<file path="src/hw/rtl/vac_pkg.sv">
// ----------------------------------------------------------------------------
// vac_pkg
// Shared types and constants of the voice allocator with choke groups.
// ----------------------------------------------------------------------------
package vac_pkg;

    localparam int VOICES     = 16;
    localparam int PADS       = 16;
    localparam int VIW        = $clog2(VOICES);
    localparam int VPOW       = 1 << VIW;
    localparam int LEVELS     = VIW;
    localparam int LVW        = $clog2(LEVELS + 1);
    localparam int MASK_BITS  = (VOICES < 16) ? VOICES : 16;
    localparam int FIFO_DEPTH = 2;
    localparam int QAW        = (FIFO_DEPTH > 1) ? $clog2(FIFO_DEPTH) : 1;
    localparam int QCW        = $clog2(FIFO_DEPTH + 1);

    localparam logic [1:0] FUNC_NOTE_ON   = 2'd0;
    localparam logic [1:0] FUNC_FINISH    = 2'd1;
    localparam logic [1:0] FUNC_RESET_ALL = 2'd2;
    localparam logic [1:0] FUNC_UNUSED    = 2'd3;

    typedef logic [VIW-1:0]    voice_idx_t;
    typedef logic [VOICES-1:0] voice_vec_t;
    typedef logic [31:0]       stamp_t;

    typedef enum logic [1:0] {
        CMD_NOTE,
        CMD_FREE,
        CMD_CLEAR,
        CMD_NOP
    } cmd_kind_t;

    typedef struct packed {
        cmd_kind_t   kind;
        logic [3:0]  group;
        logic [3:0]  voice;
    } cmd_t;

endpackage

</file>
<file path="src/hw/rtl/vac_front.sv">
// ----------------------------------------------------------------------------
// vac_front
// Holds the mute register and turns each input transaction into a command.
// ----------------------------------------------------------------------------
module vac_front (
    input  logic          clk,
    input  logic          rst_n,
    input  logic          cfg_write_en,
    input  logic [15:0]   cfg_write_data,
    input  logic          in_valid,
    output logic          in_ready,
    input  logic [1:0]    func,
    input  logic [3:0]    pad,
    input  logic [3:0]    choke_group,
    input  logic          pad_has_sample,
    input  logic [3:0]    voice_index,
    output logic          cmd_valid,
    input  logic          cmd_ready,
    output vac_pkg::cmd_t cmd
);
    import vac_pkg::*;

    logic [15:0] mute_mask_reg;
    logic        pad_ok;

    always_ff @(posedge clk or negedge rst_n)
    begin
        if (!rst_n)
        begin
            mute_mask_reg <= '0;
        end
        else if (cfg_write_en)
        begin
            mute_mask_reg <= cfg_write_data;
        end
    end

    always_comb
    begin
        pad_ok    = (32'(pad) < PADS) && pad_has_sample && !mute_mask_reg[pad];
        cmd.group = choke_group;
        cmd.voice = voice_index;
        unique case (func)
            FUNC_NOTE_ON:   cmd.kind = pad_ok ? CMD_NOTE : CMD_NOP;
            FUNC_FINISH:    cmd.kind = CMD_FREE;
            FUNC_RESET_ALL: cmd.kind = CMD_CLEAR;
            default:        cmd.kind = CMD_NOP;
        endcase
    end

    assign cmd_valid = in_valid;
    assign in_ready  = cmd_ready;

endmodule

</file>
<file path="src/hw/rtl/vac_queue.sv">
// ----------------------------------------------------------------------------
// vac_queue
// Short command queue between the front and the back of the allocator.
// ----------------------------------------------------------------------------
module vac_queue (
    input  logic          clk,
    input  logic          rst_n,
    input  logic          push_valid,
    output logic          push_ready,
    input  vac_pkg::cmd_t push_cmd,
    output logic          pop_valid,
    input  logic          pop_ready,
    output vac_pkg::cmd_t pop_cmd
);
    import vac_pkg::*;

    cmd_t           entry_reg [FIFO_DEPTH];
    logic [QAW-1:0] wr_ptr_reg;
    logic [QAW-1:0] rd_ptr_reg;
    logic [QCW-1:0] count_reg;
    logic           push;
    logic           pop;

    assign push_ready = (count_reg != QCW'(FIFO_DEPTH));
    assign pop_valid  = (count_reg != '0);
    assign pop_cmd    = entry_reg[rd_ptr_reg];
    assign push       = push_valid && push_ready;
    assign pop        = pop_valid && pop_ready;

    always_ff @(posedge clk or negedge rst_n)
    begin
        if (!rst_n)
        begin
            wr_ptr_reg <= '0;
            rd_ptr_reg <= '0;
            count_reg  <= '0;
        end
        else
        begin
            if (push)
            begin
                wr_ptr_reg <= (wr_ptr_reg == QAW'(FIFO_DEPTH - 1)) ? '0 : wr_ptr_reg + 1'b1;
            end
            if (pop)
            begin
                rd_ptr_reg <= (rd_ptr_reg == QAW'(FIFO_DEPTH - 1)) ? '0 : rd_ptr_reg + 1'b1;
            end
            if (push && !pop)
            begin
                count_reg <= count_reg + 1'b1;
            end
            else if (pop && !push)
            begin
                count_reg <= count_reg - 1'b1;
            end
        end
    end

    always_ff @(posedge clk)
    begin
        if (push)
        begin
            entry_reg[wr_ptr_reg] <= push_cmd;
        end
    end

endmodule

</file>
<file path="src/hw/rtl/vac_back.sv">
// ----------------------------------------------------------------------------
// vac_back
// Voice state, choking, free voice search, oldest voice search and result.
// ----------------------------------------------------------------------------
module vac_back (
    input  logic          clk,
    input  logic          rst_n,
    input  logic          cmd_valid,
    output logic          cmd_ready,
    input  vac_pkg::cmd_t cmd,
    output logic          out_valid,
    input  logic          out_ready,
    output logic          accepted,
    output logic [3:0]    assigned_voice,
    output logic          was_stolen,
    output logic [15:0]   choke_mask,
    output logic [15:0]   active_mask
);
    import vac_pkg::*;

    typedef enum logic {
        S_IDLE,
        S_SEARCH
    } state_t;

    function automatic logic [15:0] low_mask(voice_vec_t v);
        logic [15:0] m;
        m = '0;
        for (int i = 0; i < MASK_BITS; i++)
        begin
            m[i] = v[i];
        end
        return m;
    endfunction

    state_t         state_reg, state_next;
    voice_vec_t     active_reg, active_next;
    voice_vec_t     choking_reg, choking_next;
    logic [3:0]     group_reg [VOICES];
    logic [3:0]     group_next [VOICES];
    stamp_t         stamp_reg [VOICES];
    stamp_t         stamp_next [VOICES];
    stamp_t         counter_reg, counter_next;
    logic [3:0]     hold_group_reg, hold_group_next;
    logic [LVW-1:0] level_reg, level_next;
    voice_idx_t     cand_idx_reg [VPOW];
    voice_idx_t     cand_idx_next [VPOW];
    stamp_t         cand_stamp_reg [VPOW];
    stamp_t         cand_stamp_next [VPOW];
    logic           cand_vld_reg [VPOW];
    logic           cand_vld_next [VPOW];
    logic           out_valid_reg, out_valid_next;
    logic           accepted_reg, accepted_next;
    logic [3:0]     assigned_reg, assigned_next;
    logic           stolen_reg, stolen_next;
    logic [15:0]    choke_mask_reg, choke_mask_next;
    logic [15:0]    active_mask_reg, active_mask_next;

    voice_vec_t     choke_hit;
    logic           free_found;
    voice_idx_t     free_idx;
    logic           pop;
    logic           do_output;
    logic           do_commit;
    voice_idx_t     commit_idx;
    logic           commit_stolen;
    logic [3:0]     commit_group;
    voice_idx_t     vidx;
    logic           vidx_ok;
    voice_idx_t     red_idx [VPOW/2];
    stamp_t         red_stamp [VPOW/2];
    logic           red_vld [VPOW/2];
    logic           take_odd;

    assign cmd_ready = (state_reg == S_IDLE) && (!out_valid_reg || out_ready);
    assign pop       = cmd_valid && cmd_ready;
    assign vidx      = VIW'(cmd.voice);
    assign vidx_ok   = (32'(cmd.voice) < VOICES);

    always_comb
    begin
        free_found = 1'b0;
        free_idx   = '0;
        for (int i = VOICES - 1; i >= 0; i--)
        begin
            if (!active_reg[i])
            begin
                free_found = 1'b1;
                free_idx   = VIW'(i);
            end
        end
        for (int i = 0; i < VOICES; i++)
        begin
            choke_hit[i] = active_reg[i] && (group_reg[i] == cmd.group)
                           && !choking_reg[i] && (cmd.group != '0);
        end
    end

    always_comb
    begin
        for (int i = 0; i < VPOW / 2; i++)
        begin
            take_odd = cand_vld_reg[2*i+1]
                       && (!cand_vld_reg[2*i] || (cand_stamp_reg[2*i+1] < cand_stamp_reg[2*i]));
            red_idx[i]   = take_odd ? cand_idx_reg[2*i+1] : cand_idx_reg[2*i];
            red_stamp[i] = take_odd ? cand_stamp_reg[2*i+1] : cand_stamp_reg[2*i];
            red_vld[i]   = cand_vld_reg[2*i] || cand_vld_reg[2*i+1];
        end
    end

    always_comb
    begin
        state_next       = state_reg;
        active_next      = active_reg;
        choking_next     = choking_reg;
        group_next       = group_reg;
        stamp_next       = stamp_reg;
        counter_next     = counter_reg;
        hold_group_next  = hold_group_reg;
        level_next       = level_reg;
        cand_idx_next    = cand_idx_reg;
        cand_stamp_next  = cand_stamp_reg;
        cand_vld_next    = cand_vld_reg;
        out_valid_next   = out_valid_reg && !out_ready;
        accepted_next    = accepted_reg;
        assigned_next    = assigned_reg;
        stolen_next      = stolen_reg;
        choke_mask_next  = choke_mask_reg;
        active_mask_next = active_mask_reg;
        do_output        = 1'b0;
        do_commit        = 1'b0;
        commit_idx       = free_idx;
        commit_stolen    = 1'b0;
        commit_group     = cmd.group;

        unique case (state_reg)
            S_IDLE:
            begin
                if (pop)
                begin
                    accepted_next   = 1'b0;
                    assigned_next   = '0;
                    stolen_next     = 1'b0;
                    choke_mask_next = '0;
                    unique case (cmd.kind)
                        CMD_NOTE:
                        begin
                            choking_next    = choking_reg | choke_hit;
                            choke_mask_next = low_mask(choke_hit);
                            if (free_found)
                            begin
                                do_commit = 1'b1;
                                do_output = 1'b1;
                            end
                            else
                            begin
                                hold_group_next = cmd.group;
                                level_next      = '0;
                                state_next      = S_SEARCH;
                                for (int i = 0; i < VPOW; i++)
                                begin
                                    cand_idx_next[i]   = VIW'(i);
                                    cand_vld_next[i]   = (i < VOICES);
                                    cand_stamp_next[i] = stamp_reg[(i < VOICES) ? i : 0];
                                end
                            end
                        end
                        CMD_FREE:
                        begin
                            if (vidx_ok)
                            begin
                                active_next[vidx]  = 1'b0;
                                choking_next[vidx] = 1'b0;
                            end
                            do_output = 1'b1;
                        end
                        CMD_CLEAR:
                        begin
                            active_next  = '0;
                            choking_next = '0;
                            do_output    = 1'b1;
                        end
                        default:
                        begin
                            do_output = 1'b1;
                        end
                    endcase
                end
            end
            S_SEARCH:
            begin
                for (int i = 0; i < VPOW / 2; i++)
                begin
                    cand_idx_next[i]   = red_idx[i];
                    cand_stamp_next[i] = red_stamp[i];
                    cand_vld_next[i]   = red_vld[i];
                end
                level_next = level_reg + 1'b1;
                if (level_reg == LVW'(LEVELS - 1))
                begin
                    do_commit     = 1'b1;
                    do_output     = 1'b1;
                    commit_idx    = red_idx[0];
                    commit_stolen = 1'b1;
                    commit_group  = hold_group_reg;
                    state_next    = S_IDLE;
                end
            end
            default:
            begin
                state_next = S_IDLE;
            end
        endcase

        if (do_commit)
        begin
            counter_next               = counter_reg + 1'b1;
            active_next[commit_idx]    = 1'b1;
            choking_next[commit_idx]   = 1'b0;
            group_next[commit_idx]     = commit_group;
            stamp_next[commit_idx]     = counter_reg + 1'b1;
            accepted_next              = 1'b1;
            assigned_next              = 4'(commit_idx);
            stolen_next                = commit_stolen;
        end

        if (do_output)
        begin
            out_valid_next   = 1'b1;
            active_mask_next = low_mask(active_next);
        end
    end

    always_ff @(posedge clk or negedge rst_n)
    begin
        if (!rst_n)
        begin
            state_reg       <= S_IDLE;
            active_reg      <= '0;
            choking_reg     <= '0;
            counter_reg     <= '0;
            hold_group_reg  <= '0;
            level_reg       <= '0;
            out_valid_reg   <= 1'b0;
            accepted_reg    <= 1'b0;
            assigned_reg    <= '0;
            stolen_reg      <= 1'b0;
            choke_mask_reg  <= '0;
            active_mask_reg <= '0;
            for (int i = 0; i < VOICES; i++)
            begin
                group_reg[i] <= '0;
                stamp_reg[i] <= '0;
            end
            for (int i = 0; i < VPOW; i++)
            begin
                cand_idx_reg[i]   <= '0;
                cand_stamp_reg[i] <= '0;
                cand_vld_reg[i]   <= 1'b0;
            end
        end
        else
        begin
            state_reg       <= state_next;
            active_reg      <= active_next;
            choking_reg     <= choking_next;
            counter_reg     <= counter_next;
            hold_group_reg  <= hold_group_next;
            level_reg       <= level_next;
            out_valid_reg   <= out_valid_next;
            accepted_reg    <= accepted_next;
            assigned_reg    <= assigned_next;
            stolen_reg      <= stolen_next;
            choke_mask_reg  <= choke_mask_next;
            active_mask_reg <= active_mask_next;
            group_reg       <= group_next;
            stamp_reg       <= stamp_next;
            cand_idx_reg    <= cand_idx_next;
            cand_stamp_reg  <= cand_stamp_next;
            cand_vld_reg    <= cand_vld_next;
        end
    end

    assign out_valid      = out_valid_reg;
    assign accepted       = accepted_reg;
    assign assigned_voice = assigned_reg;
    assign was_stolen     = stolen_reg;
    assign choke_mask     = choke_mask_reg;
    assign active_mask    = active_mask_reg;

    // A voice is only stolen when every voice is busy.
    a_search_only_when_full: assert property (@(posedge clk) disable iff (!rst_n)
        state_reg == S_SEARCH |-> &active_reg)
        else $error("oldest voice search started with a free voice");

    a_search_output_empty: assert property (@(posedge clk) disable iff (!rst_n)
        state_reg == S_SEARCH |-> !out_valid_reg)
        else $error("result pending while a search is running");

    a_reject_fields_clear: assert property (@(posedge clk) disable iff (!rst_n)
        out_valid_reg && !accepted_reg |->
            assigned_reg == '0 && !stolen_reg && choke_mask_reg == '0)
        else $error("result fields set for a transaction without assignment");

    a_stamp_moves_on_assign: assert property (@(posedge clk) disable iff (!rst_n)
        counter_reg != $past(counter_reg) |-> out_valid_reg && accepted_reg)
        else $error("stamp counter advanced without a voice assignment");

endmodule

</file>
<file path="src/hw/rtl/voice_allocator_choke_groups.sv">
// ----------------------------------------------------------------------------
// voice_allocator_choke_groups
// Voice allocator with choke groups and oldest voice stealing.
// ----------------------------------------------------------------------------
// Every input transaction gives exactly one result transaction. The front
// classifies a transaction in the cycle it is accepted and places it in a
// two-entry command queue, so input is taken while a result still waits.
// The back executes one command at a time: a voice-finished, reset, rejected
// or ignored event and a note-on that finds a free voice are finished in the
// idle state, while a note-on that must steal first runs the registered
// pairwise minimum tree over the voice start stamps, one tree level per
// cycle, and then commits the oldest voice.
module voice_allocator_choke_groups (
    input  logic        clk,
    input  logic        rst_n,
    input  logic        cfg_write_en,
    input  logic [15:0] cfg_write_data,
    input  logic        in_valid,
    output logic        in_ready,
    input  logic [1:0]  func,
    input  logic [3:0]  pad,
    input  logic [3:0]  choke_group,
    input  logic        pad_has_sample,
    input  logic [3:0]  voice_index,
    output logic        out_valid,
    input  logic        out_ready,
    output logic        accepted,
    output logic [3:0]  assigned_voice,
    output logic        was_stolen,
    output logic [15:0] choke_mask,
    output logic [15:0] active_mask
);
    import vac_pkg::*;

    cmd_t front_cmd;
    cmd_t back_cmd;
    logic front_valid;
    logic front_ready;
    logic back_valid;
    logic back_ready;

    vac_front u_front (
        .clk            (clk),
        .rst_n          (rst_n),
        .cfg_write_en   (cfg_write_en),
        .cfg_write_data (cfg_write_data),
        .in_valid       (in_valid),
        .in_ready       (in_ready),
        .func           (func),
        .pad            (pad),
        .choke_group    (choke_group),
        .pad_has_sample (pad_has_sample),
        .voice_index    (voice_index),
        .cmd_valid      (front_valid),
        .cmd_ready      (front_ready),
        .cmd            (front_cmd)
    );

    vac_queue u_queue (
        .clk        (clk),
        .rst_n      (rst_n),
        .push_valid (front_valid),
        .push_ready (front_ready),
        .push_cmd   (front_cmd),
        .pop_valid  (back_valid),
        .pop_ready  (back_ready),
        .pop_cmd    (back_cmd)
    );

    vac_back u_back (
        .clk            (clk),
        .rst_n          (rst_n),
        .cmd_valid      (back_valid),
        .cmd_ready      (back_ready),
        .cmd            (back_cmd),
        .out_valid      (out_valid),
        .out_ready      (out_ready),
        .accepted       (accepted),
        .assigned_voice (assigned_voice),
        .was_stolen     (was_stolen),
        .choke_mask     (choke_mask),
        .active_mask    (active_mask)
    );

endmodule
</file>
<file path="config.mk">
export PLATFORM = sky130hd
export DESIGN_NAME = voice_allocator_choke_groups
export DESIGN_NICKNAME = d
export VERILOG_FILES = /design/src/hw/rtl/vac_pkg.sv /design/src/hw/rtl/vac_front.sv /design/src/hw/rtl/vac_queue.sv /design/src/hw/rtl/vac_back.sv /design/src/hw/rtl/voice_allocator_choke_groups.sv
export SDC_FILE = /design/constraint.sdc
export NUM_CORES = 2
export LEC_CHECK = 0
export ABC_AREA = 1
export ABC_CLOCK_PERIOD_IN_PS = 2700
export BUFFER_PORTS_ARGS = -buffer_cell sky130_fd_sc_hd__buf_4
export CORE_MARGIN = 5
export CORE_UTILIZATION = 55
export CTS_CLUSTER_DIAMETER = 30
export CTS_CLUSTER_SIZE = 40
export DETAILED_ROUTE_END_ITERATION = 10
export GPL_ROUTABILITY_DRIVEN = 0
export PLACE_DENSITY = 0.72
export SKIP_CTS_REPAIR_TIMING = 1
export SLEW_MARGIN = 25
export SYNTH_ARGS = -nofsm -noshare
export SYNTH_HDL_FRONTEND = slang
export SYNTH_SLANG_ARGS = --single-unit
</file>
<file path="constraint.sdc">
create_clock -name clk -period 2.7 [get_ports clk]
set_input_delay 0.135 -clock clk [delete_from_list [all_inputs] [get_ports clk]]
set_output_delay 0.135 -clock clk [all_outputs]
set_load 0.01 [all_outputs]
</file>
==> out/qor.yml <==
status:
  status: "finished with violations"
  failed_checks: "negative setup slack"
synthesis:
  yosysTopAreaCell: "dfrtp_1"
  syn_inst: 6648
  syn_nets: 6939
  async_reset_ff_share_pct: 98.4
  synth-main-ff-cell: "dfrtp_1"
  yosysTopAreaCellShare_pct: 53.0
  syn_avg_cell_area_um2: 8.85
  yosysSeqAreaShare_pct: 54.0
  synth_area_leaders: "dfrtp_1 (53%), nand2_1 (11%), o21ai_0 (6.4%), ha_1 (5.4%), inv_1 (3.9%)"
  synth_seq_cells: 1265
  yosys_warnings: 0
  synth_edf_count: 20
  yosysUniqueCellTypes: 67
  yosysMostFrequentCell: "nand2_1"
  synth_area_mm2: 0.0588
  ys_top_cells_by_count: "nand2_1 (1765), dfrtp_1 (1245), o21ai_0 (758)"
timing:
  fin_ws_ns: -0.513
  drv_slew: 0
  hold_viol: 0
  tightestPinTransition_ns: 1.01
  fmax_mhz: 311
  relSlewSlack_pct: 32.6
  fin_crit_ns: 3.21
  clock_skew_ns: 0.0722
  fin_crit_sh_pct: 119
  finalSetupTns_ns: -234.37
  rsz0062_at_grt: "yes"
  setup_viol: 786
drt:
  routed_via_density: 5.91
  wl_per_cell_um: 21.5
  vias: 51700
  dr.pass1.iters: 8
  routed_wl_um: 188000
  route.detailed.drc: 0
  drtIter0Drc: 5753
  postRouteAntennaNets: 0
pwr:
  power.total_w: 0.0710
  p_sw_share_pct: 30.1
  intPower_w: 0.0496
  ir_drop_mv: 0.736
  power_frac_comb_pct: 20.8
  switchingPower_w: 0.0214
  powerDensity_mw_per_mm2: 935
  p_clk_share_pct: 46.5
  seqPwrFrac_pct: 32.7
  p_leak_nw: 36.8
floorplan:
  rows: 120
  die_x_um: 337
  coreArea_mm2: 0.107
  io_pins: 76
  die_y_um: 337
  dieArea_mm2: 0.114
  initial_core_util_pct: 55.2
global_route:
  grt_pass1_wl_um: 270000
  antenna_found_initial: 2
  track_usage_pct: 29.8
  grt_max_degree: 109
  overflow: 0
  grt_pass1_vias: 50100
clock_network:
  cts_root_buf: "clkbuf_16"
  clk_latency_ns: 0.87
  clk_pin_slew_ns: 0.05
  cts_buffer_depth: 4
  cts_made_buffers: 275
  clkSinkCount: 1265
  cts_max_level: 5
  cts_tree: "built"
layout:
  seqCellArea_mm2: 0.0318
  fill_cells: 7375
  post-route-util_pct: 71.2
  layout-area-overhead-vs-synth_pct: 29.1
  drive_above_1_share_pct: 18.1
  multiInputGateArea_mm2: 0.0241
  num-nets-final: 7449
setup_path:
  startpoint_type: "register"
  critPathKind: "reg -> reg"
  crit_fanout: 7
  crit_arrival_ns: 3.90
  cp-end-kind: "register"
  cp.required_ns: 3.39
placed_design:
  portBuffers: 75
  dp_slack_ns: -0.760
  hpwl_um: 105000
hold_path:
  min_path_type: "in -> reg"
job:
  cap_violations: 0
## worst max-delay path: stages (launching register included)
cell     delay (ns)
dfrtp_1        0.41
ha_4           0.26
nand2_1        0.07
inv_1          0.05
nor3_2         0.17
buf_4          0.16
nand2_8        0.07
nand2_4        0.07
nand2_4        0.08
nand2_4        0.10
nand2_4        0.07
nand2_4        0.09
nand2_4        0.07
buf_6          0.13
nand2_4        0.07
nand3_4        0.09
nand2_8        0.14
nand2_8        0.09
nor2_8         0.17
buf_12         0.13
nand2_8        0.14
buf_16         0.21
nand2_2        0.07
o21ai_2        0.05
## kinds of logic after synthesis
logic type,after synthesis,share of synthesized area (%)
and+or+nand+nor,2197,15.6
AOI/OAI and AO/OA,1833,16.9
DFF,1265,54.0
buffers and inverters,1029,7.10
adders and majority gates,255,5.42
xor gates and xnor gates,57,0.849
muxes,12,0.223
## final cells by class
type / count / share of cell area, %
repair buffers: 622 / 8.93
flip-flops and latches: 1265 / 41.8
well taps: 1403 / 2.31
multi-input cells: 4357 / 31.7
clock buffers: 349 / 10.1
diodes: 1 / 0.00330
clock inverters: 118 / 1.93
inverters: 637 / 3.19
## metal layers
metal / global-route usage (%) / vias up / wire length [µm]
met4: 14.2 / 2 / 11100
met3: 5.71 / 706 / 17200
li1: - / 23100 / -
met5: 0 / - / 19
met2: 48.4 / 2624 / 87400
met1: 39.0 / 25300 / 72400
## path summary, 6_finish.rpt
kind | startpoint | to | slack (ns) | cells after the start
setup / recovery | u_back.cand_stamp_reg[455] | u_back.stamp_reg[83] | -0.51 | 23
setup reg to reg | u_back.cand_stamp_reg[455] | u_back.stamp_reg[83] | -0.51 | 23
min in group asynchronous | rst_n | u_back.cand_idx_reg[63] | 0.43 | 3
hold reg to reg | u_back.stamp_reg[122] | u_back.cand_stamp_reg[122] | 0.44 | 2
hold / removal | voice_index[1] | u_queue.entry_reg[0][1] | 0.02 | 2
max in group asynchronous | rst_n | u_back.stamp_reg[87] | 1.30 | 5
## metrics by stage
step	cell area [µm²]	hold WS (ns)	cells
3_5_place_dp	63900	0.125	8167
6_report	75900	0.0241	8752
2_1_floorplan	58800	-0.161	6648
3_3_place_gp	63900	0.122	8167
4_1_cts	73000	-0.782	8634
5_1_grt	75900	0.00885	8751
## cells in the final DEF, fill, tap and decap left out, drive strengths merged, types with 15 or more instances in the layout
| cell type | Yosys | final |
|---|---|---|
| nand2 | 1800 | 1803 |
| buf | 196 | 539 |
| dfrtp | 1245 | 1245 |
| xor2 | 31 | 31 |
| a22o | 63 | 63 |
| a221oi | 30 | 30 |
| nand4 | 60 | 60 |
| nand3 | 125 | 125 |
| nor3 | 28 | 28 |
| ha | 255 | 255 |
| xnor2 | 26 | 26 |
| o211ai | 22 | 22 |
| o21ai | 1245 | 1245 |
| bufinv | 0 | 28 |
| clkbuf | 196 | 375 |
| edfxtp | 20 | 20 |
| nor2 | 139 | 139 |
| a21oi | 382 | 382 |
| or2 | 15 | 15 |
| o22ai | 20 | 20 |
| clkinvlp | 0 | 25 |
| dlygate4sd3 | 0 | 57 |
| nor4 | 16 | 16 |
| inv | 633 | 645 |
| clkinv | 4 | 57 |
## power by group through the flow
stage	combinational [W]	sequential (W)	clock [W]
floorplan	0.00731	0.0229	0
global placement	0.0126	0.0232	0
detailed placement	0.0129	0.0233	0
CTS	0.0132	0.0230	0.0332
global route	0.0160	0.0235	0.0342
finish	0.0148	0.0232	0.0330
Power figures use the tool's default switching activity.
